===== config.mk =====
export PLATFORM = sky130hd
export DESIGN_NAME = apool_cfg
export DESIGN_NICKNAME = d
export VERILOG_FILES = /design/src/hdl/apool_pkg.sv /design/src/hdl/apool_cfg.sv
export SDC_FILE = /design/constraint.sdc
export NUM_CORES = 1
export LEC_CHECK = 0
export BUFFER_PORTS_ARGS = -buffer_cell sky130_fd_sc_hd__buf_4
export CAP_MARGIN = 5
export CORE_MARGIN = 1
export CORE_UTILIZATION = 56
export CTS_CLUSTER_DIAMETER = 200
export DETAILED_ROUTE_END_ITERATION = 12
export PLACE_DENSITY = 0.8
export SLEW_MARGIN = 20
export SYNTH_ARGS = -nofsm -noshare
export SYNTH_HDL_FRONTEND = slang
export SYNTH_SLANG_ARGS = --single-unit

===== constraint.sdc =====
create_clock -name clk -period 3.25 [get_ports clk]
set_input_delay 0 -clock clk [delete_from_list [all_inputs] [get_ports clk]]
set_output_delay 0 -clock clk [all_outputs]
set_load 0.01 [all_outputs]

===== src/hdl/apool_pkg.sv =====
`timescale 1ns / 1ps

package apool_pkg;

    // Field and storage widths.
    localparam int SAMPLE_W = 32;
    localparam int ACC_W    = 40;
    localparam int CH_W     = 10;
    localparam int POS_W    = 12;
    localparam int TAP_W    = 8;
    localparam int CC_W     = 11;
    localparam int IW_W     = 13;
    localparam int WN_W     = 9;
    localparam int RC_W     = 17;
    localparam int PROD_W   = ACC_W + RC_W + 1;
    localparam int FRAC_W   = 16;

    // Accumulator store depth.
    localparam int MAX_CHANNELS = 1024;

    // Register limits.
    localparam logic [CC_W-1:0] CC_MAX = 11'd1024;
    localparam logic [IW_W-1:0] IW_MAX = 13'd4096;
    localparam logic [WN_W-1:0] WN_MAX = 9'd256;
    localparam logic [RC_W-1:0] RC_MAX = 17'd65536;

    // Configuration register indexes.
    localparam logic [1:0] CFG_CHANNEL_COUNT = 2'd0;
    localparam logic [1:0] CFG_IN_WIDTH      = 2'd1;
    localparam logic [1:0] CFG_WINDOW        = 2'd2;
    localparam logic [1:0] CFG_WINDOW_RECIP  = 2'd3;

    // Clamped configuration seen by the datapath.
    typedef struct packed {
        logic [CC_W-1:0] cc;
        logic [IW_W-1:0] iw;
        logic [WN_W-1:0] wn;
        logic [RC_W-1:0] rc;
        logic [IW_W-1:0] out_width;
        logic            busy;
    } cfg_t;

    // One classified item on its way from the front to the back.
    typedef struct packed {
        logic signed [SAMPLE_W-1:0] sample;
        logic [CH_W-1:0]            ch;
        logic                       tap_zero;
        logic                       emit;
        logic [POS_W-1:0]           out_pos;
        logic                       last;
    } item_t;

endpackage


===== src/hdl/apool_cfg.sv =====
`timescale 1ns / 1ps

module apool_cfg (
    input  logic                 clk,
    input  logic                 rst_n,
    input  logic                 wr_en,
    input  logic [1:0]           wr_index,
    input  logic [16:0]          wr_data,
    output apool_pkg::cfg_t      cfg
);

    import apool_pkg::*;

    localparam int CNT_W = $clog2(IW_W + 1);

    logic [CC_W-1:0] cc_raw_reg;
    logic [IW_W-1:0] iw_raw_reg;
    logic [WN_W-1:0] wn_raw_reg;
    logic [RC_W-1:0] rc_raw_reg;

    logic [CC_W-1:0] cc;
    logic [IW_W-1:0] iw;
    logic [WN_W-1:0] wn;
    logic [RC_W-1:0] rc;

    logic             start_reg;
    logic             busy_reg;
    logic [CNT_W-1:0] cnt_reg;
    logic [WN_W-1:0]  rem_reg;
    logic [IW_W-1:0]  quo_reg;
    logic [IW_W-1:0]  out_width_reg;

    logic [WN_W:0]    shifted;
    logic             take;
    logic [WN_W-1:0]  rem_next;
    logic [IW_W-1:0]  quo_next;

    // Zero acts as one for the three count registers; values above the limit act as the limit.
    always_comb
    begin
        cc = (cc_raw_reg == '0) ? CC_W'(1) : ((cc_raw_reg > CC_MAX) ? CC_MAX : cc_raw_reg);
        iw = (iw_raw_reg == '0) ? IW_W'(1) : ((iw_raw_reg > IW_MAX) ? IW_MAX : iw_raw_reg);
        wn = (wn_raw_reg == '0) ? WN_W'(1) : ((wn_raw_reg > WN_MAX) ? WN_MAX : wn_raw_reg);
        rc = (rc_raw_reg > RC_MAX) ? RC_MAX : rc_raw_reg;
    end

    // One restoring step of in_width / window per cycle.
    always_comb
    begin
        shifted  = {rem_reg, quo_reg[IW_W-1]};
        take     = (shifted >= {1'b0, wn});
        rem_next = take ? WN_W'(shifted - {1'b0, wn}) : shifted[WN_W-1:0];
        quo_next = {quo_reg[IW_W-2:0], take};
    end

    // Register writes and the output-width divider.
    always_ff @(posedge clk or negedge rst_n)
    begin
        if (!rst_n)
        begin
            cc_raw_reg    <= CC_W'(1);
            iw_raw_reg    <= IW_W'(1);
            wn_raw_reg    <= WN_W'(1);
            rc_raw_reg    <= RC_MAX;
            start_reg     <= 1'b0;
            busy_reg      <= 1'b0;
            cnt_reg       <= '0;
            out_width_reg <= IW_W'(1);
        end
        else
        begin
            start_reg <= 1'b0;
            if (wr_en)
            begin
                unique case (wr_index)
                    CFG_CHANNEL_COUNT: cc_raw_reg <= wr_data[CC_W-1:0];
                    CFG_IN_WIDTH:
                    begin
                        iw_raw_reg <= wr_data[IW_W-1:0];
                        start_reg  <= 1'b1;
                    end
                    CFG_WINDOW:
                    begin
                        wn_raw_reg <= wr_data[WN_W-1:0];
                        start_reg  <= 1'b1;
                    end
                    CFG_WINDOW_RECIP:  rc_raw_reg <= wr_data[RC_W-1:0];
                    default: ;
                endcase
            end

            if (start_reg)
            begin
                busy_reg <= 1'b1;
                cnt_reg  <= CNT_W'(IW_W);
                rem_reg  <= '0;
                quo_reg  <= iw;
            end
            else if (busy_reg)
            begin
                rem_reg <= rem_next;
                quo_reg <= quo_next;
                cnt_reg <= cnt_reg - CNT_W'(1);
                if (cnt_reg == CNT_W'(1))
                begin
                    busy_reg      <= 1'b0;
                    out_width_reg <= quo_next;
                end
            end
        end
    end

    always_comb
    begin
        cfg.cc        = cc;
        cfg.iw        = iw;
        cfg.wn        = wn;
        cfg.rc        = rc;
        cfg.out_width = out_width_reg;
        cfg.busy      = busy_reg || start_reg;
    end

endmodule


## Yosys cells after proc, flatten, opt, wreduce, memory -nomap -nowiden

Index checks and enable logic that the tools add are counted.

| operators by class | value |
|---|---|
| add/sub/neg operators | 2 |
| $mul | 0 |
| div/mod/pow operators | 0 |
| order comparisons | 5 |
| equal/unequal tests | 4 |
| shift operators | 0 |
| mux-type cells | 18 |
| bitwise logic cells | 1 |
| reduce and logical (&&, ||, !) cells | 13 |

Operators with widths:

| operator | count |
|---|---|
| 2-to-1 mux 13 bit | 4 |
| 2-to-1 mux 9 bit | 4 |
| 2-to-1 mux 11 bit | 2 |
| greater-than comparator 17 bit, second input constant | 1 |
| 2-to-1 mux 17 bit | 1 |
| greater-than comparator 13 bit, second input constant | 1 |
| zero test 13 bit | 1 |
| greater-than comparator 11 bit, second input constant | 1 |
| zero test 11 bit | 1 |
| greater-or-equal comparator 10 x 9 -> 1 bit | 1 |
| AND reduction 2 bit | 5 |
| greater-than comparator 9 bit, second input constant | 1 |
| zero test 9 bit | 1 |
| subtractor 9 bit | 1 |
| 2-to-1 mux 4 bit | 2 |
| 2-to-1 mux 1 bit | 5 |
| == test 2 bit, second input constant | 2 |
| == test 4 x 1 -> 1 bit, second input constant | 1 |
| subtractor 4 x 1 -> 4 bit, second input constant | 1 |
| AND reduction 3 bit | 1 |
| == test 2 x 1 -> 1 bit, second input constant | 1 |
| zero test 2 bit | 1 |
| nonzero test 2 bit | 1 |
| OR reduction 2 bit | 1 |
| other kinds (2) | 2 |

| word-level totals | value |
|---|---|
| register bits | 91 |
| bits in latches | 0 |
| memory bits (writable) | 0 |
| ROM bits | 0 |
| output and inout port bits | 64 |
| logic and storage cells | 53 |
| memories kept | 0 |

## Depth between registers and ports, before layout

| logic depth | value |
|---|---|
| depth after elaboration | 6 |
| depth in mapped cells | 12 |
| gate-level depth less buffers | 11 |

## Worst setup path after synthesis

OpenSTA, ideal clock, no wires.

| path | value |
|---|---|
| kind | reg2reg |
| from | register wn_raw_reg[5] |
| to | register rem_reg[5], data pin |
| arrival | 2835 ps |
| path slack | 241 ps |
| cell stages (with the launch flop) | 13 |
| path buffers | 1 |
| period minus slack after synthesis | 3009 ps |
| path through | dfrtp_1 -> nor4_1 -> a21oi_1 -> nor2_1 -> ha_1 -> inv_1 -> fa_1 -> a211oi_4 -> o21ai_2 -> a211oi_4 -> buf_6 -> nand2_1 -> a311oi_1 |

RTL lines:

| item | RTL line | source |
|---|---|---|
| start: declaration | apool_cfg.sv:18 | `logic [WN_W-1:0] wn_raw_reg;` |
| start signal: assignment | apool_cfg.sv:84 | `wn_raw_reg <= wr_data[WN_W-1:0];` |
| end signal: assignment | apool_cfg.sv:101 | `rem_reg <= rem_next;` |
| end: declaration | apool_cfg.sv:29 | `logic [WN_W-1:0] rem_reg;` |

## Worst setup path in the final report

| path | value |
|---|---|
| from | register wn_raw_reg[5] |
| to | register rem_reg[1], data pin |

| between the ends | value |
|---|---|
| word-level cells in the longest chain between the ends | 6 |
| elaborated cells between the ends (all ways) | 8 |
| those cells by class | add/sub: 1; order compare: 2; mux: 4; reduce/logical: 1 |

Ends and longest elaborated chain:

| item | RTL line | source |
|---|---|---|
| greater-than comparator 9 bit | apool_cfg.sv:43 | `wn = (wn_raw_reg == '0) ? WN_W'(1) : ((wn_raw_reg > WN_MAX) ? WN_MAX : wn_raw_reg);` |
| 2-to-1 mux 9 bit | apool_cfg.sv:43 |  |
| 2-to-1 mux 9 bit (*) | apool_cfg.sv:43 |  |
| subtractor 9 bit or greater-or-equal comparator 10 x 9 -> 1 bit (tied branches) | apool_cfg.sv:52, apool_cfg.sv:51 |  |
| 2-to-1 mux 9 bit (*) | apool_cfg.sv:52 | `rem_next = take ? WN_W'(shifted - {1'b0, wn}) : shifted[WN_W-1:0];` |
| 2-to-1 mux 9 bit (*) | apool_cfg.sv:99 | `else if (busy_reg)` |

Mark *: on every way between the ends. The rest lies on a longest branch, timed or not.
A chain may end at the register's enable or synchronous reset.

==> results.ini <==
[global_routing]
grt_pass1_vias=3229
grt.total_usage=0.252
grt_pass1_wl_mm=16.3
grt_antenna_before_repair=0
grt_overflow=0
grt_max_degree=60

[logic_synthesis]
yosys-top-cells-area=dfrtp_1 35%, mux2_2 18%, edfxtp_1 14%
syn_area_per_cell_um2=12.0
ys.warnings.count=0
synth_area_um2=4610
synth-edff-count=22
synth_largest_area_cell=dfrtp_1
synth-seq-cells=91
syn_nets=421
ys.flop_type=dfrtp_1
syn_inst=383
ys_types=47
seq_area_frac_synth=0.519
async_flop_share=0.758
synth_top_area_share=0.348

[route]
drt-vias-per-instance=5.60
postRouteAntennaNets=0
wirelength_mm=10.0
initialDrtViolationCount=97
drc=0
num_vias=3319
wl_per_cell_um=16.9
drt-pass1-iter-count=4

[placement]
placed_area_um2=5330
place_congestion=0.872
place_hpwl_mm=7.13
place_inst=556
port-buffer-count=85

[timing]
finalMaxSlewViolations=0
setup_violations=0
period_minus_slack_ps=3040
final.setup.tns_ps=0
finClkSkew_ps=15.3
rsz0062_at_grt=false
finalHoldViolations=0
fin_crit_sh=0.935
fmax_ghz=0.329
tightest_slew_ps=890
maxSlewHeadroom=0.407

[floorplanning]
fp.dieH_um=92.7
rows=32
core_area_um2=7850
die-width_um=92.7
dieArea_um2=8600
start_util=0.587
io_pins=86

[setup_path]
end_kind=flip-flop
reg2reg_slack_ps=210
cp.required_ps=3320
timing.rr.end=rem_reg[1]$_SDFFCE_PP0P_
cp_max_fo=11
crit_start=wn_raw_reg[5]$_DFFE_PN0P_
critPathCapture=rem_reg[1]$_SDFFCE_PP0P_
worstSetupPathType=flip-flop to flip-flop
reg2reg_depth=12
timing.rr.start=wn_raw_reg[5]$_DFFE_PN0P_
cp_data_arrival_time_ps=3110
cp-start-kind=flip-flop

[finish]
antenna_cells=0
fin_util=0.729
syn_to_final_growth_pct=24.2
seq_area_um2=2390
drive_above_1_share=0.397
largest_reg_flops=17
fin_nets=524
final_cell_count_no_fill=593
multiInputGateArea_um2=2080
fin_area_um2=5720
fillers=572

[clocking]
cts_tree=yes
h-tree-depth=3
cts_buffers=9
cts_root_buf=clkbuf_8
clock_latency_ps=370
clk_path_buf_depth=2
clk_pin_slew_ps=100
cts_sinks=91

[outcome]
status=complete, no violations

[power]
power.total_mw=4.41
p_per_area_nw_per_um2=771
vdd_ir_drop_max_uv=335
p_leak_nw=2.57

[flow_run]
drv_cap=0

[worst_hold_path]
hp-class=input port to asynchronous set/reset pin

how the worst min path moves through the flow:
stage | endpoint | cells after the start
floorplan | busy_reg$_DFF_PN0_ | 0
global placement | out_width_reg[1]$_DFFE_PN0P_ | 1
detailed placement | out_width_reg[2]$_DFFE_PN0P_ | 1
CTS | out_width_reg[8]$_DFFE_PN0P_ | 2
global route | out_width_reg[11]$_DFFE_PN0P_ | 2
finish | out_width_reg[3]$_DFFE_PN0P_ | 2
critical path, cell delays in order (launching register included):
cell      delay (ps)
dfrtp_1          420
nor4_2           270
a21oi_1          100
nor2_1           140
ha_1             190
inv_1             60
fa_2             370
a211oi_4         300
o21ai_2          140
a211oi_4         250
buf_6            180
mux2i_1          220
a211oi_1          90
power breakdown:
group | switching [mW] | internal, mW | leakage, nW
sequential | 0.245 | 1.54 | 1.04
combinational | 0.948 | 0.980 | 1.44
clock | 0.415 | 0.283 | 0.0868
kinds of logic (layout without fill, tap and decap cells):
| family | Yosys count | in the layout | synth area share |
|---|---|---|---|
| simple gates | 116 | 116 | 0.134 |
| flops | 91 | 91 | 0.519 |
| mux | 81 | 81 | 0.196 |
| compound gates | 37 | 37 | 0.0625 |
| buf+inv | 36 | 144 | 0.0312 |
| fa+ha+maj | 16 | 16 | 0.0451 |
| xor+xnor | 6 | 6 | 0.0114 |
per-layer routing:
metal  part of all wire  wire length, um  global-route usage
met1               0.43             4300               0.324
met2               0.51             5070               0.423
met5                  0                0                   0
met4              0.016              156              0.0833
met3              0.051              508              0.0550
cell type report:
cell class | instances | share of cell area
Clock buffer | 9 | 0.0216
Multi-Input combinational cell | 256 | 0.363
Timing Repair Buffer | 110 | 0.153
Tap cell | 102 | 0.0223
Clock inverter | 7 | 0.00918
Sequential cell | 91 | 0.418
Inverter | 18 | 0.0118
stage by stage:
step	hold WS [ps]	setup WS, ps
3_3_place_gp	-99.6	294
3_5_place_dp	-103	147
2_1_floorplan	-296	241
6_report	47.8	210
4_1_cts	36.5	124
5_1_grt	56.1	14.9
synth_stat cells (2+ instances only):
cell type   n
a211oi_1    6
a211oi_4    2
a21oi_1     8
a311oi_1    3
a41oi_1     2
and2_1      4
buf_1       3
clkbuf_1   13
dfrtp_1    64
dfstp_2     5
edfxtp_1   22
ha_1       15
inv_1      17
mux2_2     75
mux2i_1     6
nand2_1    27
nand2b_1    2
nand3_1     7
nand3b_1    3
nand4b_1    2
nor2_1     19
nor2b_1    35
nor3_1      3
nor4_1      8
o211ai_1    3
o21ai_0     4
xnor2_1     2
xor2_1      4
placed cells by master (no fill, tap or decap), types with 2 or more instances in the layout:
cell type       n
clkinv_4        2
nand2b_1        2
nor3_1          3
nor4_2          2
a41oi_1         2
mux2_2         75
nand4b_1        2
a21oi_1         8
mux2i_1         6
a311oi_1        3
edfxtp_1       22
nand3_1         7
xnor2_1         2
xor2_1          4
ha_1           15
a211oi_4        2
buf_4          90
nand3b_1        3
clkinv_1        3
nand2_1        27
clkbuf_8        9
nor4_1          7
dfrtp_1        64
and2_1          4
nor2b_1        35
a211oi_1        6
inv_1          17
nor2_1         19
o211ai_1        3
o21ai_0         4
dlygate4sd3_1  19
dfstp_2         5
what timing repair did:
action                                 in CTS  in global routing
buffers inserted                            0                  2
endpoints found under the hold margin      69                  0
gates resized for setup                     0                  3
hold buffers                               19                  0
setup endpoints to repair                   0                  4
Note: power is estimated with default switching activity, not from simulation.
