### src/hdl/apool_pkg.sv
`timescale 1ns / 1ps

package apool_pkg;

    // Field and storage widths.
    localparam int SAMPLE_W = 32;
    localparam int ACC_W    = 40;
    localparam int CH_W     = 10;
    localparam int POS_W    = 12;
    localparam int TAP_W    = 8;
    localparam int CC_W     = 11;
    localparam int IW_W     = 13;
    localparam int WN_W     = 9;
    localparam int RC_W     = 17;
    localparam int PROD_W   = ACC_W + RC_W + 1;
    localparam int FRAC_W   = 16;

    // Accumulator store depth.
    localparam int MAX_CHANNELS = 1024;

    // Register limits.
    localparam logic [CC_W-1:0] CC_MAX = 11'd1024;
    localparam logic [IW_W-1:0] IW_MAX = 13'd4096;
    localparam logic [WN_W-1:0] WN_MAX = 9'd256;
    localparam logic [RC_W-1:0] RC_MAX = 17'd65536;

    // Configuration register indexes.
    localparam logic [1:0] CFG_CHANNEL_COUNT = 2'd0;
    localparam logic [1:0] CFG_IN_WIDTH      = 2'd1;
    localparam logic [1:0] CFG_WINDOW        = 2'd2;
    localparam logic [1:0] CFG_WINDOW_RECIP  = 2'd3;

    // Clamped configuration seen by the datapath.
    typedef struct packed {
        logic [CC_W-1:0] cc;
        logic [IW_W-1:0] iw;
        logic [WN_W-1:0] wn;
        logic [RC_W-1:0] rc;
        logic [IW_W-1:0] out_width;
        logic            busy;
    } cfg_t;

    // One classified item on its way from the front to the back.
    typedef struct packed {
        logic signed [SAMPLE_W-1:0] sample;
        logic [CH_W-1:0]            ch;
        logic                       tap_zero;
        logic                       emit;
        logic [POS_W-1:0]           out_pos;
        logic                       last;
    } item_t;

endpackage

### src/hdl/apool_fifo.sv
`timescale 1ns / 1ps

module apool_fifo (
    input  logic                 clk,
    input  logic                 rst_n,
    input  logic                 push,
    input  apool_pkg::item_t     push_item,
    output logic                 full,
    input  logic                 pop,
    output logic                 empty,
    output apool_pkg::item_t     head
);

    import apool_pkg::*;

    item_t      entry_reg [2];
    logic       wr_ptr_reg;
    logic       rd_ptr_reg;
    logic [1:0] count_reg;

    assign full  = (count_reg == 2'd2);
    assign empty = (count_reg == 2'd0);
    assign head  = entry_reg[rd_ptr_reg];

    // Two-entry queue between the front and the back.
    always_ff @(posedge clk or negedge rst_n)
    begin
        if (!rst_n)
        begin
            wr_ptr_reg <= 1'b0;
            rd_ptr_reg <= 1'b0;
            count_reg  <= 2'd0;
        end
        else
        begin
            if (push)
            begin
                entry_reg[wr_ptr_reg] <= push_item;
                wr_ptr_reg            <= !wr_ptr_reg;
            end
            if (pop)
            begin
                rd_ptr_reg <= !rd_ptr_reg;
            end
            unique case ({push, pop})
                2'b10:   count_reg <= count_reg + 2'd1;
                2'b01:   count_reg <= count_reg - 2'd1;
                default: count_reg <= count_reg;
            endcase
        end
    end

endmodule

### config.mk
export PLATFORM = sky130hd
export DESIGN_NAME = apool_fifo
export DESIGN_NICKNAME = d
export VERILOG_FILES = /design/src/hdl/apool_pkg.sv /design/src/hdl/apool_fifo.sv
export SDC_FILE = /design/constraint.sdc
export NUM_CORES = 1
export LEC_CHECK = 0
export BUFFER_PORTS_ARGS = -buffer_cell sky130_fd_sc_hd__clkbuf_2
export CELL_PAD_IN_SITES_DETAIL_PLACEMENT = 0
export CELL_PAD_IN_SITES_GLOBAL_PLACEMENT = 1
export CORE_ASPECT_RATIO = 1.5
export CORE_MARGIN = 3
export CORE_UTILIZATION = 30
export CTS_BUF_LIST = sky130_fd_sc_hd__clkbuf_8
export DETAILED_ROUTE_END_ITERATION = 16
export GPL_ROUTABILITY_DRIVEN = 1
export HOLD_SLACK_MARGIN = 0.15
export MAX_ROUTING_LAYER = met4
export PLACE_DENSITY = 0.68
export SYNTH_ARGS = -nofsm -noshare
export SYNTH_HDL_FRONTEND = slang
export SYNTH_SLANG_ARGS = --single-unit
### constraint.sdc
create_clock -name clk -period 4.7 [get_ports clk]
set_input_delay 1.41 -clock clk [delete_from_list [all_inputs] [get_ports clk]]
set_output_delay 1.41 -clock clk [all_outputs]
set_load 0.1 [all_outputs]
# Yosys cells after proc, flatten, opt, wreduce, memory -nomap -nowiden
# Memories as Yosys holds them, arrays and structs flattened.
# Cells that the tools add are included.
[classes]
reduce_logical = 5
n_eq_ne = 3
addsub = 2
n_mux = 3
[ops]
columns = ["op", "n"]
rows = [
  ["2-bit == test, second input constant", 2],
  ["2-bit one-hot mux with 2 select lines", 1],
  ["2-bit by 1-bit adder with 2-bit output, second input constant", 1],
  ["2-bit by 1-bit == test with 1-bit output, second input constant", 1],
  ["1-bit logical NOT", 2],
  ["2-bit logical NOT", 1],
  ["1-bit 2-to-1 mux", 2],
  ["2-bit nonzero test", 1],
  ["2-bit by 1-bit subtractor with 2-bit output, second input constant", 1],
  ["1-bit logical AND", 1],
]
[word_totals]
word_cells = 17
n_memories = 1
regBits = 4
ramBits = 114
[memory_table]
columns = ["memory", "depth", "word_bits", "read_ports", "rd_ports_with_merged_regs", "write_ports", "line", "source"]
rows = [
  ["entry_reg", 2, 57, 1, 0, 1, "apool_fifo.sv:16", "item_t entry_reg [2];"],
]

# Logic depth before layout (Yosys ltp)
# Gate-level depths: netlist of run 1.
[logic_depth]
ltp_word = 3
depth_mapped = 5
mapped_depth_nobuf = 5

# Worst setup path after synthesis of run 1
# Ideal clock, no wire load.
[synth_path]
path_kind = "input to register"
startpoint = "input rst_n"
endpoint = "memory entry_reg[0][0] (netlist bit) (enable)"
path_buffers = 0
path_slack_ns = 0.361
arrival_time_ns = 3.866
cell_stages = 2
path_cell_list = "nand2_1 -> nor2_1"
[synth_via]
elab_chain_len = 2
[synth_lines]
columns = ["item", "line", "source"]
rows = [
  ["start, declared", "apool_fifo.sv:5", "input logic rst_n,"],
  ["1-bit logical AND (implied by the code)", "apool_fifo.sv:38", "entry_reg[wr_ptr_reg] <= push_item;"],
  ["1-bit 2-to-1 mux (implied by the code)", "apool_fifo.sv:38", ""],
  ["end, declared", "apool_fifo.sv:16", ""],
]
# No other way between the ends.

==> impl_summary.md, run 1 <==
Outcome
The flow ran to the end, and the final reports show no timing, DRC or antenna violations.

Floorplanning
The starting utilization of the core area is 30.99%. For this design the top-level I/O count stands at 120. The width of the chip is 104.6 um.

The floorplan step defined a core boundary enclosing 0.01412 mm^2. The floorplan step defined a die boundary enclosing 0.01610 mm^2. After floorplanning, the core was divided into 53 placement rows.

The die is 153.9 um tall.

Cells and area
The final cell count without fillers is 534. The post-synthesis to final-layout area growth is 29.53%. Of the cells placed in the final design, the portion with a size suffix greater than 1 is 61.70%. 0 antenna diodes ended up in the layout. For this run, the post-layout net count is 391.

The register with the most flip-flops in the layout has 114 of them.

Critical path
The worst setup path is launched from a flip-flop. Data on the critical path arrives at its endpoint at 2260 ps. In this run the worst path has a maximum fanout of 58. STA classifies the critical path endpoint as an output pin. Data on the critical path is required at its endpoint by 3290 ps.

The setup path with the least slack is of type flip-flop to output pin.

Detailed routing
In the routed design, unresolved DRC markers number 0. The residual antenna-violating net count after detailed routing is 0. The total detailed-routing wirelength is 7.966 mm. The per-cell via count in the routed design is 4.137. The final route contains 2209 vias. After detailed routing, the average wire length per cell comes to 14.92 um.

The number of detailed-route iterations in the first pass is 4. For this block, the initial DRC count from the detailed router was 88.

Clocking
The number of buffers added to fix hold violations after cts is 0. The worst-case clock buffer depth is 2. The number of buffers added for setup after CTS is 0. The cell at the root of the clock tree is clkbuf_8.

The CTS H-tree depth is 4. Clock-pin slew was measured on the worst setup and hold paths at 70 ps. The clock latency on the worst-skew pair is 400 ps. The clock drives 118 sinks. The total of cells resized after clock tree synthesis is 0. The clock tree from TritonCTS is done.

The number of clock buffers added by TritonCTS is 17.

Synth
The total standard cell area after synthesis is 0.004377 mm^2. The count of mapped cells out of synthesis is 194. Of the synthesized area, sequential elements account for 80.50%. The synthesized netlist net count is 256. The area share of the largest cell type after synthesis is 78.22%. In the post-synthesis netlist, the biggest area contributors are edfxtp_1, mux2_2, mux2_4, dfrtp_1, buf_6. The largest total area in the synthesized netlist belongs to edfxtp_1.

The synthesis warning total is 0. The count of unique library cells instantiated by Yosys is 14. The synthesis-stage register bit count is 118. A synthesized cell averages 22.56 um^2.

Timing
The post-route clock skew is 6.142 ps. The time the final worst path needs with I/O delays and setup is 3670 ps. The highest attainable clock frequency is 0.2725 GHz.

The count of final setup violators is 0. Setup total negative slack on the finished layout was measured at 0 ps. Dividing the final minimum period by the clock period gives 78.09%. The max-slew violation count is 0. The setup slack of the critical path after layout is 1030 ps. Setup repair after global routing left no endpoint under its margin.

The tightest slew margin relative to the limit is 39.15%. For the pin with the worst max-slew slack, the measured transition is 912.8 ps. The total count of hold-check failures in the final report came to 0.

Placed design
Input and output buffers added on the ports amount to 119. The post-placement setup slack is 1418 ps. Counting tap cells, the placed design contains a total of 502 instances. The congestion estimate from routability-driven global placement came to 0.6589.

Global route
The via count of the first global-routing pass is 2415. The pin count of the biggest net entering global routing is 59. The global routing usage summed across all routing layers is 10.42%. The overall overflow remaining after global route is 0. The first-pass GRT wire length is 12.36 mm. The initial antenna violation count is 0.

Worst hold path
The class of the worst hold path is flip-flop to flip-flop.

Flow run
Max-cap violations in this run came to 0.
==> kinds of logic after synthesis <==
logic type               count (synthesis)  share of synthesized area (%)
multiplexers                            57                          16.38
flip-flops                             118                          80.50
adder cells (fa/ha/maj)                  1                         0.2858
AND/OR/NAND/NOR                          6                         0.6290
buffers and inverters                    7                          1.200
XOR/XNOR                                 5                          1.001
==> final cells by class <==
| type | count | area (um^2) |
|---|---|---|
| sequential | 118 | 3527 |
| fill | 1309 | 8456 |
| clock buffer | 17 | 234.0 |
| tap | 192 | 240.2 |
| timing repair buffer | 122 | 618.1 |
| multi-input combinational | 69 | 809.5 |
| clock inverter | 15 | 236.5 |
| inverter | 1 | 3.754 |
==> Yosys cell counts <==
cell and count:
and3_1 1, buf_2 3, buf_6 3, dfrtp_1 4
edfxtp_1 114, ha_1 1, inv_1 1, mux2_2 37
mux2_4 20, nand2_1 1, nor2_1 3, nor2b_1 1
xnor2_1 2, xor2_1 3
==> stage by stage <==
| stage | util [%] | hold WS [ps] | cell area (um^2) |
|---|---|---|---|
| after floorplan | - | 455.6 | 4377 |
| after global placement | 36.81 | 479.1 | 5199 |
| after detailed placement | 36.81 | 476.7 | 5199 |
| after CTS | 40.14 | 499.5 | 5669 |
| after global routing | 40.14 | 521.8 | 5669 |
| final | 40.14 | 501.1 | 5669 |
==> critical path: stages, from the launching register on <==
cell and delay, ps:
dfrtp_4 1000, mux2_2 410, clkbuf_2 370
==> metal layers <==
layer  GRT usage (%)  share of wire [%]  vias up  routed length (um)
met4           4.503                1.0        0                  83
met5               -                  0        -                   0
met2           17.87                 56       75                4428
li1                -                  -     1031                   -
met3           3.780                5.6        5                 444
met1           10.71                 38     1098                3009
==> cells in the final DEF, fill, tap and decap left out, drive strengths merged <==
cell type  instances
and3               1
buf                3
bufinv             6
clkbuf           136
clkinv             7
dfrtp              4
edfxtp           114
ha                 1
inv                3
mux2              57
nand2              1
nor2               3
nor2b              1
xnor2              2
xor2               3
==> path summary, 6_finish.rpt <==
path	slack [ps]	cells past startpoint	start	to
hold / removal	500	1	count_reg[1]$_DFFE_PN0P_	count_reg[1]$_DFFE_PN0P_
setup / recovery	1030	2	rd_ptr_reg$_DFFE_PN0P_	head[53]
min in group asynchronous	810	1	rst_n	count_reg[1]$_DFFE_PN0P_
max in group asynchronous	3730	1	rst_n	rd_ptr_reg$_DFFE_PN0P_
hold reg to reg	500	1	count_reg[1]$_DFFE_PN0P_	count_reg[1]$_DFFE_PN0P_
setup reg to reg	2850	2	wr_ptr_reg$_DFFE_PN0P_	entry_reg[1][54]$_DFFE_PP_
Power of run 1 is not shown: default switching activity piles up to over one toggle a cycle in this logic, so the estimate is an artifact.
==> run 2: changes to the inputs <==
--- a/config.mk
+++ b/config.mk
@@ -5,6 +5,7 @@
 export SDC_FILE = /design/constraint.sdc
 export NUM_CORES = 1
 export LEC_CHECK = 0
+export ABC_AREA = 1
 export BUFFER_PORTS_ARGS = -buffer_cell sky130_fd_sc_hd__clkbuf_2
 export CELL_PAD_IN_SITES_DETAIL_PLACEMENT = 0
 export CELL_PAD_IN_SITES_GLOBAL_PLACEMENT = 1
@@ -16,7 +17,7 @@
 export GPL_ROUTABILITY_DRIVEN = 1
 export HOLD_SLACK_MARGIN = 0.15
 export MAX_ROUTING_LAYER = met4
-export PLACE_DENSITY = 0.68
+export PLACE_DENSITY = 0.69
 export SYNTH_ARGS = -nofsm -noshare
 export SYNTH_HDL_FRONTEND = slang
 export SYNTH_SLANG_ARGS = --single-unit
==> constraint.sdc (replaced) <==
create_clock -name clk -period 3.42 [get_ports clk]
set_input_delay 1.026 -clock clk [delete_from_list [all_inputs] [get_ports clk]]
set_output_delay 1.026 -clock clk [all_outputs]
set_load 0.1 [all_outputs]
==> run 2 against run 1 <==
Against the previous run:
- die area grew 9.6%
- via count grew 27%
- setup slack lost 740 ps
- first-iteration DRC count shrank 5.7%
- clock skew is essentially flat
- final cell count grew 26%
- wire length grew 12%
- critical path type unchanged
==> impl_summary.md, run 2 <==
Outcome
The run finished with clean final reports.

Clocking
TritonCTS built the clock tree. The TritonCTS buffer count came to 17 (unchanged). The clock latency on the worst-skew pair came to 410 ps (about the same). The total of cells resized after clock tree synthesis was 0 (unchanged).

The clock transition at the registers of the reported paths is 70 ps (about the same). The CTS H-tree depth was 4 (unchanged). The clock sink count is 118 (unchanged). The worst-case clock buffer depth is 2 (unchanged). The cell at the root of the clock tree is clkbuf_8. The number of buffers added for setup after CTS is 0 (unchanged).

The number of buffers added to fix hold violations after cts was 0 (unchanged).

Cells and area
From synthesis to final layout, the design area changed by 25.12%. Leaving out fill and tap cells, the most frequent cell in the layout is clkbuf_2. Leaving out fill and tap cells, the most frequent cells in the layout are clkbuf_2, edfxtp_1, inv_1. The flip-flop count of the largest register, all copies and words added is 114 (unchanged). The layout cell share with drive strength beyond 1 is 54.80% (-6.9 points).

The number of filler cells placed in the layout is 1546 (+18%). The area taken by flip-flops and latches is 0.003527 mm^2 (unchanged). The finished layout cell area is 0.006032 mm^2 (+6.4%). The area of the multi-input gates was 915.9 um^2 (+13%). The count of inserted antenna diode cells is 0 (unchanged). The final layout net count is 518 (+32%).

Floorplanning
The number of placed I/O pins came to 120 (unchanged). The width of the chip is 109.5 um (+4.7%). The core area came to 0.01570 mm^2 (+11%). The starting utilization of the core area is 30.72% (-0.27 points). The floorplan row count was 56 (+5.7%). The die height came to 161.3 um (+4.8%). The die footprint is 0.01766 mm^2 (+9.6%).

Detailed routing
The routed wirelength normalized by instance count is 13.22 um (-11%). The total detailed-routing wirelength is 8.886 mm (+12%). The residual antenna-violating net count after detailed routing was 0 (unchanged). The per-cell via count in the routed design came to 4.167 (+0.72%). The remaining routing DRC violations came to 0 (unchanged). The number of detailed-route iterations in the first pass came to 4 (unchanged). The DRC violation total after the first TritonRoute iteration was 83 (-5.7%). The number of vias in the routed layout is 2800 (+27%).

Synth
The fraction of synthesis flops using an asynchronous set or reset pin was 3.390% (unchanged). Sorting the synthesized cells by area gives the leading types as edfxtp_1, o21ai_2, nand2_2, inv_1, buf_12. The total standard cell area after synthesis was 0.004821 mm^2 (+10%). The synthesis-stage register bit count is 118 (unchanged).

The count of flip-flops with a built-in enable after synthesis is 114 (unchanged). The synthesized netlist net count is 385 (+50%). The count of unique library cells instantiated by Yosys came to 19 (+5). The count of mapped cells out of synthesis came to 323 (+66%). The most common cell in the synthesized netlist is edfxtp_1.

The average size of a mapped cell is 14.93 um^2 (-34%). The most used flip-flop cell after synthesis is edfxtp_1. The synthesis warning total is 0 (unchanged). Sorting the synthesized cells by how often they occur yields edfxtp_1, inv_1, nand2_2, o21ai_2, nand2_1. The fraction of the yosys area taken by sequential cells is 73.09% (-7.4 points). The area share of the largest cell type after synthesis was 71.01% (-7.2 points). The biggest area consumer among synthesized cells is edfxtp_1.

Worst hold path
The class of the worst hold path is input port to async pin.

Timing
Counting I/O delays and the setup requirement, the final critical path takes 3128 ps. The tightest slew margin relative to the limit is 60.69% (+22 points). The highest attainable clock frequency is 0.3197 GHz.

The final cycle utilization of the critical path is 91.46%. The measured slew at the worst slew-check pin is 592.2 ps (-320.6 ps). The post-route clock skew is 6.623 ps (+0.4815 ps).

The max-slew violation count is 0 (unchanged). The total count of hold-check failures in the final report is 0 (unchanged). Setup repair after global routing left no endpoint under its margin. The count of final setup violators is 0 (unchanged).

Placed design
The routability-driven placement congestion ratio is 0.7093 (+7.6%). The number of I/O port buffers is 119 (unchanged). The standard cell area after detailed placement is 0.005627 mm^2 (+8.2%).

Once detailed placement completed, the half-perimeter wirelength came to 6.366 mm.

Global route
The first-pass GRT wire length came to 14.28 mm (+16%). The via count of the first global-routing pass was 2967 (+23%). The global routing usage summed across all routing layers is 11.27% (+0.85 points).

The pin count of the biggest net entering global routing came to 31 (-47%). The overall overflow remaining after global route was 0 (unchanged). The initial antenna violation count is 0 (unchanged).

Critical path
The maximum fanout encountered on the critical timing path was 28 (-52%). The class of the most critical setup path is flip-flop to output pin. The worst setup path is captured at an output pin.

The required arrival time at the worst endpoint came to 2390 ps (-900 ps). The worst setup path is launched from a flip-flop. The critical path arrival came to 2100 ps (-160 ps).

Flow run
The max-capacitance violation count is 0 (unchanged).
run 2: cell count changes in the layout (fill, tap and decap cells not counted), moves of 2 or more:
cell	before	now
o21ai_0	0	4
bufinv_16	6	4
o21ai_2	0	50
buf_4	3	5
nand2_2	0	50
mux2_4	20	0
clkinv_4	4	0
inv_1	3	67
o21ai_1	0	3
buf_12	0	3
nand2_1	1	12
clkinv_2	2	5
mux2_2	37	0
run 2: worst max-delay path, stage by stage, from the launching register on:
cell	delay (ps)
dfrtp_4	720
buf_4	330
nand2_1	70
o21ai_0	80
clkbuf_2	480
run 2: path summary, 6_finish.rpt:
check,slack [ps],cells after the start,start,to
max in group asynchronous,2850,1,rst_n,rd_ptr_reg$_DFFE_PN0P_
hold / removal,410,1,rst_n,count_reg[0]$_DFFE_PN0P_
setup reg to reg,2010,2,wr_ptr_reg$_DFFE_PN0P_,entry_reg[0][56]$_DFFE_PP_
hold reg to reg,520,2,count_reg[1]$_DFFE_PN0P_,count_reg[1]$_DFFE_PN0P_
min in group clk,520,2,count_reg[1]$_DFFE_PN0P_,count_reg[1]$_DFFE_PN0P_
setup / recovery,290,4,rd_ptr_reg$_DFFE_PN0P_,head[56]
run 2: logic make-up after synthesis:
| logic type | synth area share, % |
|---|---|
| flops | 73.09 |
| compound gates | 9.810 |
| simple gates | 7.994 |
| buf+inv | 8.305 |
| fa+ha+maj | 0.2595 |
| xor+xnor | 0.5451 |
run 2: final cells by class:
class	count	area share (%)
Sequential cell	118	58.47
Multi-Input combinational cell	129	15.18
Timing Repair Buffer	127	11.49
Tap cell	203	4.211
Inverter	63	3.920
Clock buffer	17	3.879
Clock inverter	15	2.842
run 2: per-stage QoR:
step	std cells	setup WS (ps)	setup TNS [ps]	utilization, %	hold WS, ps
after global placement	640	704.0	0	35.85	476.1
after detailed placement	640	695.3	0	35.85	506.3
final	672	292.2	0	38.43	413.8
after global routing	672	102.1	0	38.43	367.8
after CTS	672	212.7	0	38.43	371.1
after floorplan	323	-350.3	-1401	-	462.8
run 2: routing by layer:
layer | share of wire (%) | global-route usage (%) | vias to the layer above
li1 | - | - | 1370
met1 | 35 | 10.60 | 1345
met2 | 58 | 19.90 | 69
met3 | 3.8 | 3.599 | 16
met4 | 3.3 | 5.956 | 0
met5 | 0 | - | -
Power of run 2 is left out for the same reason.
