--- src/hdl/apool_pkg.sv ---
`timescale 1ns / 1ps

package apool_pkg;

    // Field and storage widths.
    localparam int SAMPLE_W = 32;
    localparam int ACC_W    = 40;
    localparam int CH_W     = 10;
    localparam int POS_W    = 12;
    localparam int TAP_W    = 8;
    localparam int CC_W     = 11;
    localparam int IW_W     = 13;
    localparam int WN_W     = 9;
    localparam int RC_W     = 17;
    localparam int PROD_W   = ACC_W + RC_W + 1;
    localparam int FRAC_W   = 16;

    // Accumulator store depth.
    localparam int MAX_CHANNELS = 1024;

    // Register limits.
    localparam logic [CC_W-1:0] CC_MAX = 11'd1024;
    localparam logic [IW_W-1:0] IW_MAX = 13'd4096;
    localparam logic [WN_W-1:0] WN_MAX = 9'd256;
    localparam logic [RC_W-1:0] RC_MAX = 17'd65536;

    // Configuration register indexes.
    localparam logic [1:0] CFG_CHANNEL_COUNT = 2'd0;
    localparam logic [1:0] CFG_IN_WIDTH      = 2'd1;
    localparam logic [1:0] CFG_WINDOW        = 2'd2;
    localparam logic [1:0] CFG_WINDOW_RECIP  = 2'd3;

    // Clamped configuration seen by the datapath.
    typedef struct packed {
        logic [CC_W-1:0] cc;
        logic [IW_W-1:0] iw;
        logic [WN_W-1:0] wn;
        logic [RC_W-1:0] rc;
        logic [IW_W-1:0] out_width;
        logic            busy;
    } cfg_t;

    // One classified item on its way from the front to the back.
    typedef struct packed {
        logic signed [SAMPLE_W-1:0] sample;
        logic [CH_W-1:0]            ch;
        logic                       tap_zero;
        logic                       emit;
        logic [POS_W-1:0]           out_pos;
        logic                       last;
    } item_t;

endpackage

--- src/hdl/apool_front.sv ---
`timescale 1ns / 1ps

module apool_front (
    input  logic                         clk,
    input  logic                         rst_n,
    input  apool_pkg::cfg_t              cfg,
    input  logic                         in_valid,
    output logic                         in_ready,
    input  logic signed [31:0]           in_sample,
    input  logic                         q_full,
    output logic                         q_push,
    output apool_pkg::item_t             q_item
);

    import apool_pkg::*;

    logic [CH_W-1:0]  ch_reg;
    logic [TAP_W-1:0] tap_reg;
    logic [POS_W-1:0] pos_reg;
    logic [POS_W-1:0] oidx_reg;

    logic accept;
    logic last_ch;
    logic last_pos;
    logic last_tap;
    logic in_range;

    assign in_ready = !cfg.busy && !q_full;
    assign accept   = in_valid && in_ready;

    // Classify the current item from the position counters.
    always_comb
    begin
        last_ch  = ({1'b0, ch_reg} + CC_W'(1)) >= cfg.cc;
        last_pos = ({1'b0, pos_reg} + IW_W'(1)) >= cfg.iw;
        last_tap = ({1'b0, tap_reg} + WN_W'(1)) >= cfg.wn;
        in_range = {1'b0, oidx_reg} < cfg.out_width;

        q_item.sample   = in_sample;
        q_item.ch       = ch_reg;
        q_item.tap_zero = (tap_reg == '0);
        q_item.emit     = last_tap;
        q_item.out_pos  = oidx_reg;
        q_item.last     = (({1'b0, oidx_reg} + IW_W'(1)) == cfg.out_width) && last_ch;
        q_push          = accept && in_range;
    end

    // Channel, tap, position and output counters.
    always_ff @(posedge clk or negedge rst_n)
    begin
        if (!rst_n)
        begin
            ch_reg   <= '0;
            tap_reg  <= '0;
            pos_reg  <= '0;
            oidx_reg <= '0;
        end
        else if (accept)
        begin
            if (last_ch)
            begin
                ch_reg <= '0;
                if (last_pos)
                begin
                    pos_reg  <= '0;
                    tap_reg  <= '0;
                    oidx_reg <= '0;
                end
                else
                begin
                    pos_reg <= pos_reg + POS_W'(1);
                    if (last_tap)
                    begin
                        tap_reg  <= '0;
                        oidx_reg <= oidx_reg + POS_W'(1);
                    end
                    else
                    begin
                        tap_reg <= tap_reg + TAP_W'(1);
                    end
                end
            end
            else
            begin
                ch_reg <= ch_reg + CH_W'(1);
            end
        end
    end

endmodule

--- config.mk ---
export PLATFORM = sky130hd
export DESIGN_NAME = apool_front
export DESIGN_NICKNAME = d
export VERILOG_FILES = /design/src/hdl/apool_pkg.sv /design/src/hdl/apool_front.sv
export SDC_FILE = /design/constraint.sdc
export NUM_CORES = 1
export LEC_CHECK = 0
export ABC_CLOCK_PERIOD_IN_PS = 6000
export BUFFER_PORTS_ARGS = -buffer_cell sky130_fd_sc_hd__buf_2
export CAP_MARGIN = 10
export CORE_MARGIN = 2
export CORE_UTILIZATION = 40
export CTS_CLUSTER_SIZE = 30
export DETAILED_ROUTE_END_ITERATION = 16
export GPL_TIMING_DRIVEN = 0
export PLACE_DENSITY = 0.69
export SLEW_MARGIN = 20
export SYNTH_ARGS = -nofsm -noshare
export SYNTH_HDL_FRONTEND = slang
export SYNTH_SLANG_ARGS = --single-unit
export TNS_END_PERCENT = 1
--- constraint.sdc ---
create_clock -name clk -period 6 [get_ports clk]
set_input_delay 0.9 -clock clk [delete_from_list [all_inputs] [get_ports clk]]
set_output_delay 0.9 -clock clk [all_outputs]
set_load 0.02 [all_outputs]
### Word level (Yosys, flattened, before mapping)

Index checks and enable logic that the tools add are counted.

| storage, ports and cells | value |
|---|---|
| input port bits | 100 |
| register bits after elaboration | 42 |
| word-level logic and storage cells | 33 |

| cells by class | value |
|---|---|
| equality and inequality tests | 1 |
| reductions and logical operators | 10 |
| $lt $le $gt $ge | 4 |
| mux-type cells | 6 |
| $add $sub $neg | 8 |

Operators by type and width:

| cell | number |
|---|---|
| two-way mux 12 bit | 3 |
| adder 12 x 1 -> 13 bit, second input constant | 2 |
| adder 12 x 1 -> 12 bit, second input constant | 2 |
| two-way mux 8 bit | 2 |
| equality test 13 bit | 1 |
| >= comparator 13 bit | 1 |
| < comparator 12 x 13 -> 1 bit | 1 |
| adder 10 x 1 -> 11 bit, second input constant | 1 |
| >= comparator 11 bit | 1 |
| adder 10 x 1 -> 10 bit, second input constant | 1 |
| two-way mux 10 bit | 1 |
| adder 8 x 1 -> 9 bit, second input constant | 1 |
| >= comparator 9 bit | 1 |
| adder 8 x 1 -> 8 bit, second input constant | 1 |
| zero test 8 bit | 1 |
| logical AND 1 bit | 4 |
| AND reduction 3 bit | 1 |
| zero test 1 bit | 2 |
| AND reduction 2 bit | 1 |
| nonzero test 2 bit | 1 |

### Longest topological paths before layout

Gate-level depths: netlist of the first run.

| logic depth | value |
|---|---|
| depth in word-level cells | 4 |
| gate-level depth with buffers | 15 |
| depth with buffers taken out | 12 |

### Least setup slack after synthesis of the first run

Ideal clock, no wire load.

| path | value |
|---|---|
| kind | register to output |
| start point | register ch_reg[0] |
| end point | output q_item[0] (netlist bit) |
| path slack | 2.364 ns |
| buffers on the path | 0 |
| cell stages (with the launch flop) | 12 |
| data required time | 5.100 ns |
| arrival time | 2.736 ns |
| cells stage by stage | dfrtp_1 ha_1 and3_1 nand3_1 nor2_1 xor2_1 ha_1 a211oi_2 nor2_1 nor3_1 nand2_1 o2111a_1 |

RTL lines:

| what | line | text |
|---|---|---|
| from (decl) | apool_front.sv:17 | `logic [CH_W-1:0] ch_reg;` |
| from (signal assigned) | apool_front.sv:85 | `ch_reg <= ch_reg + CH_W'(1);` |
| to (decl) | apool_front.sv:12 | `output apool_pkg::item_t q_item` |

==> results.json, run 1 <==
{
  "status": "finished, final reports clean",
  "htreeDepth": 2,
  "multiInputGateArea_um2": 2640,
  "r2r-end": "pos_reg[11]$_DFFE_PN0P_",
  "grt_pass1_wl_um": 17600,
  "synthArstFlopShare_pct": 100,
  "power.leakage_nw": 2.75,
  "cts_buffers": 5,
  "dr.pass1.iters": 4,
  "syn_avg_cell_area_um2": 8.44,
  "grt_start_max_net_pins": 43,
  "fill_cells": 1023,
  "cts_root_buf": "clkbuf_8",
  "chipHeight_um": 106,
  "r2r_slack_ns": 2.34,
  "final_hold_viol_count": 0,
  "postCtsHoldBufs": 0,
  "critical-path-top-delay-family": "simple AND/OR/NAND/NOR gates",
  "synth-seq-cells": 42,
  "synth_edf_count": 0,
  "setup_viol": 0,
  "synth_cell_types": 66,
  "fin_setup_tns_ns": 0,
  "core_um2": 10300,
  "cp_max_fo": 8,
  "seq_area_um2": 1050,
  "grt_usage_pct": 18.7,
  "synth_top_area_share_pct": 25.0,
  "syn_nets": 648,
  "ys_warn_count": 0,
  "start_util_pct": 40.9,
  "hold_end": "ch_reg[8]$_DFFE_PN0P_",
  "synth.area.top_cells": "dfrtp_1 (25%), ha_1 (15%), buf_4 (6.1%)",
  "detail_route.vias_per_cell": 5.41,
  "grt_antenna_before_repair": 0,
  "fin_nets": 764,
  "hp-start": "ch_reg[8]$_DFFE_PN0P_",
  "reg2reg_from": "ch_reg[0]$_DFFE_PN0P_",
  "die_w_um": 106,
  "routedWlPerCell_um": 13.8,
  "crit_buf_inv": 1,
  "ir_worst_vdd_mv": 0.139,
  "path_cells": "ha_1, and3_1, nand3_1, nor2_1, xor2_1, ha_1, a211oi_2, nor2_1, nor3_1, nand2_1, o2111a_1, buf_2",
  "cap_viol_max_count": 0,
  "setup.worst_path.class": "reg -> out",
  "relSlewSlack_pct": 36.1,
  "grt_setup_unrepaired": "false",
  "port_buffers": 109,
  "areaGrowthSynthToFinish_pct": 19.1,
  "tritoncts": "built",
  "critPathLaunchType": "flip-flop",
  "yosys.area.top_type": "dfrtp_1",
  "skew_ns": 0.0138,
  "post_cts_resized": 0,
  "vias": 4063,
  "crit_required_ns": 5.10,
  "r2r_cells": 12,
  "drt_iter0_drc": 134,
  "min_period_over_period_pct": 75.6,
  "period_needed_ns": 4.53,
  "powerDensity_nw_per_um2": 145,
  "post_cts.repair.setup_buffers": 0,
  "drcViolationCount": 0,
  "yosysSeqAreaShare_pct": 25.0,
  "diodes": 0,
  "crit_slowest_cell": "dfrtp_1",
  "final_max_slew_viol_count": 0,
  "rows": 37,
  "clk_pin_slew_ns": 0.08,
  "dieArea_um2": 11300,
  "place_congestion": 0.853,
  "fin_util_pct": 48.7,
  "overflow": 0,
  "fin_hold_ws_ns": 0.551,
  "worst_slew_pin_slew_ns": 0.958,
  "synth_cells": 498,
  "clk_latency_ns": 0.30,
  "ios": 159,
  "hp-class": "reg -> reg",
  "wl_um": 10400,
  "critPathArrivalTime_ns": 3.63,
  "cts_max_path_buffers": 2,
  "syn-cell-area_um2": 4200,
  "place_area_um2": 4920,
  "endpoint_kind": "output port",
  "ys.flop_type": "dfrtp_1",
  "max_freq_mhz": 221,
  "grt_pass1_vias": 3980,
  "slowest_delay_ns": 0.50,
  "final_area_um2": 5000,
  "clkSinkCount": 42,
  "holdPathStages": 2,
  "layout-drive-gt1-share_pct": 28.9,
  "hpwl_um": 8300,
  "antenna_left": 0
}
-- placed cells by master (no fill, tap or decap), types with 3 or more instances in the layout --
master,n
nor3_1,7
nor4_1,3
o221ai_1,3
and2_1,6
o21ai_0,27
xnor2_1,17
buf_2,115
nand2b_1,6
a21oi_1,19
mux2i_1,3
nand2_1,35
inv_1,49
clkbuf_1,4
ha_1,50
nor2b_1,4
nand4_1,12
and3_1,17
dfrtp_1,42
a21o_1,7
nand3_1,25
nor3b_1,4
o41ai_1,3
a22o_1,16
o21ai_1,3
clkbuf_8,5
a31o_2,3
nor2_1,19
buf_4,34
o31ai_1,8
xor2_1,17
o21bai_1,5
-- worst max path at each step --
stage                                     start   endpoint  slack [ns]  cells past startpoint
after CTS                 ch_reg[0]$_DFFE_PN0P_  q_item[0]        1.43                     12
final                     ch_reg[0]$_DFFE_PN0P_  q_item[0]        1.47                     12
after global routing      ch_reg[0]$_DFFE_PN0P_  q_item[0]        1.15                     12
after floorplan           ch_reg[0]$_DFFE_PN0P_  q_item[0]        2.36                     11
after global placement    ch_reg[0]$_DFFE_PN0P_  q_item[0]        1.91                     12
after detailed placement  ch_reg[0]$_DFFE_PN0P_  q_item[0]        1.79                     12
-- power breakdown --
part	switching [mW]	leakage (nW)	total (mW)	internal, mW
clock network	0.102	0.0452	0.184	0.0822
registers	0.0266	0.544	0.323	0.297
logic	0.119	2.16	0.216	0.0971
-- stage by stage --
step | std cells | setup slack [ns] | power (mW)
3_5_place_dp | 743 | 1.79 | 0.546
2_1_floorplan | 498 | 2.36 | 0.467
3_3_place_gp | 743 | 1.91 | 0.537
6_report | 751 | 1.47 | 0.724
5_1_grt | 751 | 1.15 | 0.769
4_1_cts | 751 | 1.43 | 0.729
-- per-layer routing --
metal	GRT usage (%)	part of all wire [%]	wire length [um]	up-vias
met3	2.70	5.3	552	7
met2	33.7	51	5300	132
met4	3.99	0.59	61	0
met1	23.7	43	4480	1929
li1	-	-	-	1995
met5	0	0	0	-
-- tightest hold or removal path: stages (launching register included) --
cell and delay (ns):
dfrtp_1 0.40, nand2_1 0.07, nand2_1 0.05
-- synth_stat cells, drive strengths merged (12+ instances only) --
library cell,count
xor2,17
dfrtp,42
nand4,12
nor2,20
a21oi,20
buf,42
nand2,35
and3,17
a22o,16
inv,49
nand3,25
xnor2,17
o21ai,31
ha,50
-- area by class of cell --
type                    instances  area share (%)
multi-input cells             361            52.8
flip-flops and latches         42            21.0
repair buffers                109            10.9
plain buffers                  45            6.38
inverters                      50            3.75
well taps                     136            3.40
clock buffers                   6            1.45
clock inverters                 2           0.275
-- cells by family after synthesis --
kind of cell    Yosys count  share of synthesized area, %
compound gates          118                          20.0
xor+xnor                 34                          7.09
fa+ha+maj                50                          14.9
buf+inv                  95                          12.1
flops                    42                          25.0
mux                       4                         0.983
simple gates            155                          20.0
Note: power is estimated with default switching activity, not from simulation.
==> run 2, diff against run 1 <==
- ABC_AREA: unset -> 1
- ABC_CLOCK_PERIOD_IN_PS: 6000 -> 4650
- clock period: 6 -> 4.65 ns (I/O delays scaled with it)
==> run 2 against run 1 <==
Net effect:
- area after synthesis increased by 6.1%
- wire length decreased by 4.3%
- combinational power increased to 4.4 times the previous value
- final area increased by 5.7%
- critical path depth increased by 6
- clock-buffer cell count decreased by 1
- synthesized cell count increased by 30%
- non-clock buffer count decreased by 5
==> results.json, run 2 <==
{
  "status": "finished, final reports clean",
  "wl_um": 9960,
  "drt_iter0_drc": 134,
  "postCtsHoldBufs": 0,
  "max_freq_mhz": 268,
  "areaGrowthSynthToFinish_pct": 18.6,
  "worst_slew_pin_slew_ns": 0.963,
  "powerDensity_nw_per_um2": 340,
  "yosysSeqAreaShare_pct": 23.6,
  "ir_worst_vdd_mv": 0.217,
  "diodes": 0,
  "critical-path-top-delay-family": "simple AND/OR/NAND/NOR gates",
  "slowest_delay_ns": 0.40,
  "cap_viol_max_count": 0,
  "grt_usage_pct": 17.4,
  "final_max_slew_viol_count": 0,
  "cp_max_fo": 4,
  "synth_top_area_share_pct": 23.6,
  "port_buffers": 109,
  "crit_required_ns": 3.95,
  "yosys.area.top_type": "dfrtp_1",
  "layout-drive-gt1-share_pct": 25.8,
  "fin_setup_tns_ns": 0,
  "tritoncts": "built",
  "antenna_left": 0,
  "relSlewSlack_pct": 35.8,
  "place_congestion": 0.836,
  "seq_area_um2": 1050,
  "start_util_pct": 41.1,
  "cp_num_cells": 18,
  "ys_top_cells_by_count": "nand2_1 (183), inv_1 (118), nand3_1 (54), ha_1 (50), nor2_1 (44)",
  "fill_cells": 1113,
  "hp-class": "reg -> reg",
  "chipHeight_um": 110,
  "syn-cell-area_um2": 4460,
  "ys.flop_type": "dfrtp_1",
  "core_um2": 10800,
  "clk_pin_slew_ns": 0.08,
  "fin_nets": 914,
  "detail_route.vias_per_cell": 4.54,
  "synth_cells": 648,
  "dr.pass1.iters": 4,
  "r2r_cells": 18,
  "grt_antenna_before_repair": 0,
  "holdPathStages": 2,
  "grt_setup_unrepaired": "false",
  "crit_slowest_cell": "dfrtp_1",
  "synth-seq-cells": 42,
  "clkSinkCount": 42,
  "grt_pass1_vias": 3894,
  "cts_max_path_buffers": 2,
  "final_common_cell": "nand2_1",
  "min_period_over_period_pct": 80.3,
  "critPathLaunchType": "flip-flop",
  "htreeDepth": 2,
  "syn_nets": 798,
  "ys_warn_count": 0,
  "synth_cell_types": 37,
  "period_needed_ns": 3.74,
  "path_cells": "ha_1, nand3_1, nor2_1, nand3_1, or2_2, nand2_1, inv_1, ha_1, inv_1, nor2_2, nand2_1, a21boi_1, nand2_4, nand2_1, inv_1, nand3_1, nor2_1, buf_2",
  "final_hold_viol_count": 0,
  "dieArea_um2": 12000,
  "syn_avg_cell_area_um2": 6.88,
  "crit_buf_inv": 4,
  "post_cts_resized": 0,
  "clk_latency_ns": 0.29,
  "ios": 159,
  "synth.area.top_cells": "dfrtp_1 (24%), nand2_1 (15%), ha_1 (14%)",
  "critPathArrivalTime_ns": 3.04,
  "synthArstFlopShare_pct": 100,
  "cts_root_buf": "clkbuf_8",
  "vias": 4112,
  "grt_start_max_net_pins": 43,
  "overflow": 0,
  "post_cts.repair.setup_buffers": 0,
  "hpwl_um": 8140,
  "grt_pass1_wl_um": 17100,
  "final_cell_mix": "nand2_1 (183), inv_1 (118), buf_2 (109)",
  "die_w_um": 110,
  "setup.worst_path.class": "reg -> out",
  "setup_viol": 0,
  "multiInputGateArea_um2": 2600,
  "fin_util_pct": 48.8,
  "endpoint_kind": "output port",
  "synth_edf_count": 0,
  "cts_buffers": 5,
  "routedWlPerCell_um": 11.0,
  "rows": 38,
  "power.leakage_nw": 3.15,
  "drcViolationCount": 0,
  "synth_most_common_cell": "nand2_1",
  "skew_ns": 0.00985
}
[run 2: cells by family after synthesis]
logic type	count (synthesis)	share of synthesized area [%]
adder cells (fa/ha/maj)	50	14.0
XOR/XNOR	22	4.63
AO/OA/AOI/OAI	45	6.62
AND/OR/NAND/NOR	326	33.0
flip-flops	42	23.6
buffers and inverters	163	18.1
[run 2: final timing paths]
path	from	endpoint	slack [ns]
worst min register to register	pos_reg[4]$_DFFE_PN0P_	pos_reg[4]$_DFFE_PN0P_	0.56
worst max register to register	ch_reg[0]$_DFFE_PN0P_	tap_reg[2]$_DFFE_PN0P_	1.64
min in group asynchronous	rst_n	ch_reg[6]$_DFFE_PN0P_	0.57
max in group asynchronous	rst_n	ch_reg[8]$_DFFE_PN0P_	3.49
worst max-delay path	ch_reg[0]$_DFFE_PN0P_	q_item[0]	0.91
worst min-delay path	pos_reg[4]$_DFFE_PN0P_	pos_reg[4]$_DFFE_PN0P_	0.56
[run 2: layout make-up]
| type | instances | area share, % |
|---|---|---|
| inverters | 123 | 8.83 |
| well taps | 140 | 3.31 |
| multi-input cells | 443 | 49.1 |
| flip-flops and latches | 42 | 19.9 |
| clock inverters | 3 | 0.757 |
| plain buffers | 40 | 6.46 |
| repair buffers | 109 | 10.3 |
| clock buffers | 5 | 1.30 |
[run 2: worst reg2reg max path: stages (launching register included)]
cell      delay [ns]
dfrtp_1         0.40
ha_1            0.22
nand3_1         0.13
nor2_1          0.15
nand3_1         0.13
or2_2           0.31
nor2_1          0.12
ha_1            0.26
nand2_2         0.12
nor2_2          0.05
nand2_1         0.05
a21boi_1        0.27
nand2_4         0.12
nand2_8         0.13
inv_6           0.05
buf_12          0.14
buf_12          0.14
nand3_1         0.08
nand2_1         0.05
[run 2: per-layer routing]
layer  wire length [um]  GRT usage [%]
met1               4930           23.9
met2               4580           29.5
met3                415           2.61
met4                 31           2.98
met5                  0              0
[run 2: metrics by stage]
stage	hold slack (ns)	instances	setup WS, ns	power (mW)	cell area (um2)
floorplan	0.402	648	1.36	1.28	4460
detailed placement	0.524	897	1.24	1.53	5180
global placement	0.496	897	1.21	1.51	5180
global route	0.584	905	0.626	2.00	5290
CTS	0.543	905	0.897	1.82	5290
finish	0.557	905	0.915	1.80	5290
[run 2: report_power, final]
group          switching, mW  internal, mW
registers              0.106         0.461
logic                  0.579         0.370
clock network          0.125         0.158
==> run 3, diff against run 2 <==
- ABC_AREA: 1 -> 0
- ABC_CLOCK_PERIOD_IN_PS: 4650 -> 3700
- clock period: 4.65 -> 3.7 ns (I/O delays scaled with it)
==> run 3 against run 2 <==
Net effect:
- non-clock buffer count increased by 10
- hold slack got worse by 0.16 ns
- die area decreased by 5.5%
- via count decreased by 0.95%
- utilization increased by 0.99 points
- critical path depth decreased by 7
- wire length increased by 5.7%
- final cell count decreased by 16%
- clock skew increased by 0.0040 ns
- global-route usage increased by 1.3 points
==> results.json, run 3 (same netlist as run 1, synthesis figures left out) <==
{
  "final_cell_mix": "buf_2 (115), inv_1 (49), ha_1 (49)",
  "period_needed_ns": 3.55,
  "relSlewSlack_pct": 35.9,
  "worst_slew_pin_slew_ns": 0.962,
  "hpwl_um": 8300,
  "critPathLaunchType": "flip-flop",
  "areaGrowthSynthToFinish_pct": 21.7,
  "crit_required_ns": 3.14,
  "cap_viol_max_count": 0,
  "detail_route.vias_per_cell": 5.39,
  "status": "finished, final reports clean",
  "place_congestion": 0.853,
  "setup.worst_path.class": "reg -> out",
  "grt_usage_pct": 18.7,
  "fin_hold_ws_ns": 0.393,
  "setup_viol": 0,
  "overflow": 0,
  "fill_cells": 1013,
  "final_max_slew_viol_count": 0,
  "diodes": 0,
  "final_common_cell": "buf_2",
  "ir_worst_vdd_mv": 0.237,
  "die_w_um": 106,
  "endpoint_kind": "output port",
  "critPathArrivalTime_ns": 3.00,
  "cts_root_buf": "clkbuf_8",
  "final_hold_viol_count": 0,
  "wl_um": 10500,
  "power.leakage_nw": 2.78,
  "grt_pass1_wl_um": 17600,
  "rows": 37,
  "placed_cells": 743,
  "grt_antenna_before_repair": 0,
  "port_buffers": 109,
  "cts_max_path_buffers": 2,
  "clk_latency_ns": 0.30,
  "dr.pass1.iters": 4,
  "routedWlPerCell_um": 13.9,
  "max_freq_mhz": 282,
  "grt_pass1_vias": 3994,
  "tritoncts": "built",
  "cp_max_fo": 10,
  "vias": 4073,
  "final_cell_count_no_fill": 756,
  "clk_pin_slew_ns": 0.09,
  "dieArea_um2": 11300,
  "core_um2": 10300,
  "powerDensity_nw_per_um2": 233,
  "min_period_over_period_pct": 96.0,
  "grt_start_max_net_pins": 43,
  "antenna_left": 0,
  "grt_setup_unrepaired": "true",
  "drcViolationCount": 0,
  "cts_buffers": 5,
  "htreeDepth": 2,
  "drt_iter0_drc": 145,
  "skew_ns": 0.0139,
  "fin_nets": 769,
  "ios": 159,
  "postCtsHoldBufs": 0,
  "layout-drive-gt1-share_pct": 31.9,
  "chipHeight_um": 106,
  "clkSinkCount": 42,
  "hp-class": "in -> async",
  "start_util_pct": 40.9
}
run 3: final timing paths:
path | from | end | slack, ns | cells after the start
max | tap_reg[0]$_DFFE_PN0P_ | q_item[13] | 0.15 | 11
min in group clk | ch_reg[0]$_DFFE_PN0P_ | ch_reg[0]$_DFFE_PN0P_ | 0.55 | 1
max reg2reg | pos_reg[0]$_DFFE_PN0P_ | oidx_reg[9]$_DFFE_PN0P_ | 0.30 | 14
max in group asynchronous | rst_n | ch_reg[1]$_DFFE_PN0P_ | 2.62 | 1
min | rst_n | pos_reg[7]$_DFFE_PN0P_ | 0.39 | 1
min reg2reg | ch_reg[0]$_DFFE_PN0P_ | ch_reg[0]$_DFFE_PN0P_ | 0.55 | 1
run 3: area by class of cell:
class                           count  area (um2)  area share, %
Sequential cell                    42        1050           20.6
Clock buffer                        6        72.6           1.42
Buffer                             45         319           6.24
Timing Repair Buffer              114         583           11.4
Inverter                           50         190           3.72
Tap cell                          136         170           3.33
Clock inverter                      2        13.8          0.269
Multi-Input combinational cell    361        2710           53.0
run 3: routing by layer:
layer / routed length [um] / track usage, % / part of all wire [%] / vias to the layer above
met2: 5320 / 33.9 / 51 / 127
met1: 4550 / 23.6 / 43 / 1931
met3: 549 / 2.70 / 5.2 / 12
li1: - / - / - / 2003
met4: 112 / 3.99 / 1.1 / 0
met5: 0 / 0 / 0 / -
run 3: per-stage QoR:
step / setup TNS, ns / power [mW] / setup slack [ns] / instance area, um2 / util (%)
after floorplan: 0 / 0.757 / 0.409 / 4200 / -
after global placement: -0.0434 / 0.871 / -0.0434 / 4920 / 47.8
after detailed placement: -0.169 / 0.886 / -0.169 / 4920 / 47.8
after CTS: -0.00348 / 1.19 / -0.00348 / 5050 / 49.1
after global routing: -0.0584 / 1.27 / -0.0320 / 5110 / 49.8
final: 0 / 1.19 / 0.149 / 5110 / 49.8
run 3: where the power goes:
group          total, mW  leakage [nW]  internal (mW)  switching [mW]
Combinational      0.371          2.20          0.167           0.204
Clock              0.297        0.0452          0.133           0.164
Sequential         0.525         0.540          0.483          0.0417
Total               1.19          2.78          0.784           0.410
run 3: critical path, cell delays in order (launching register included):
cell,delay [ns]
dfrtp_2,0.45
ha_1,0.25
and3_1,0.20
and3_1,0.24
and3_1,0.20
ha_1,0.31
nand2_1,0.08
o21ai_2,0.41
nor2_4,0.12
inv_4,0.15
buf_4,0.13
buf_2,0.15
run 3: repair_timing:
item,CTS,global route
pin swaps,0,4
resized for setup,11,8
buffers inserted,0,5
setup endpoints to repair,2,12
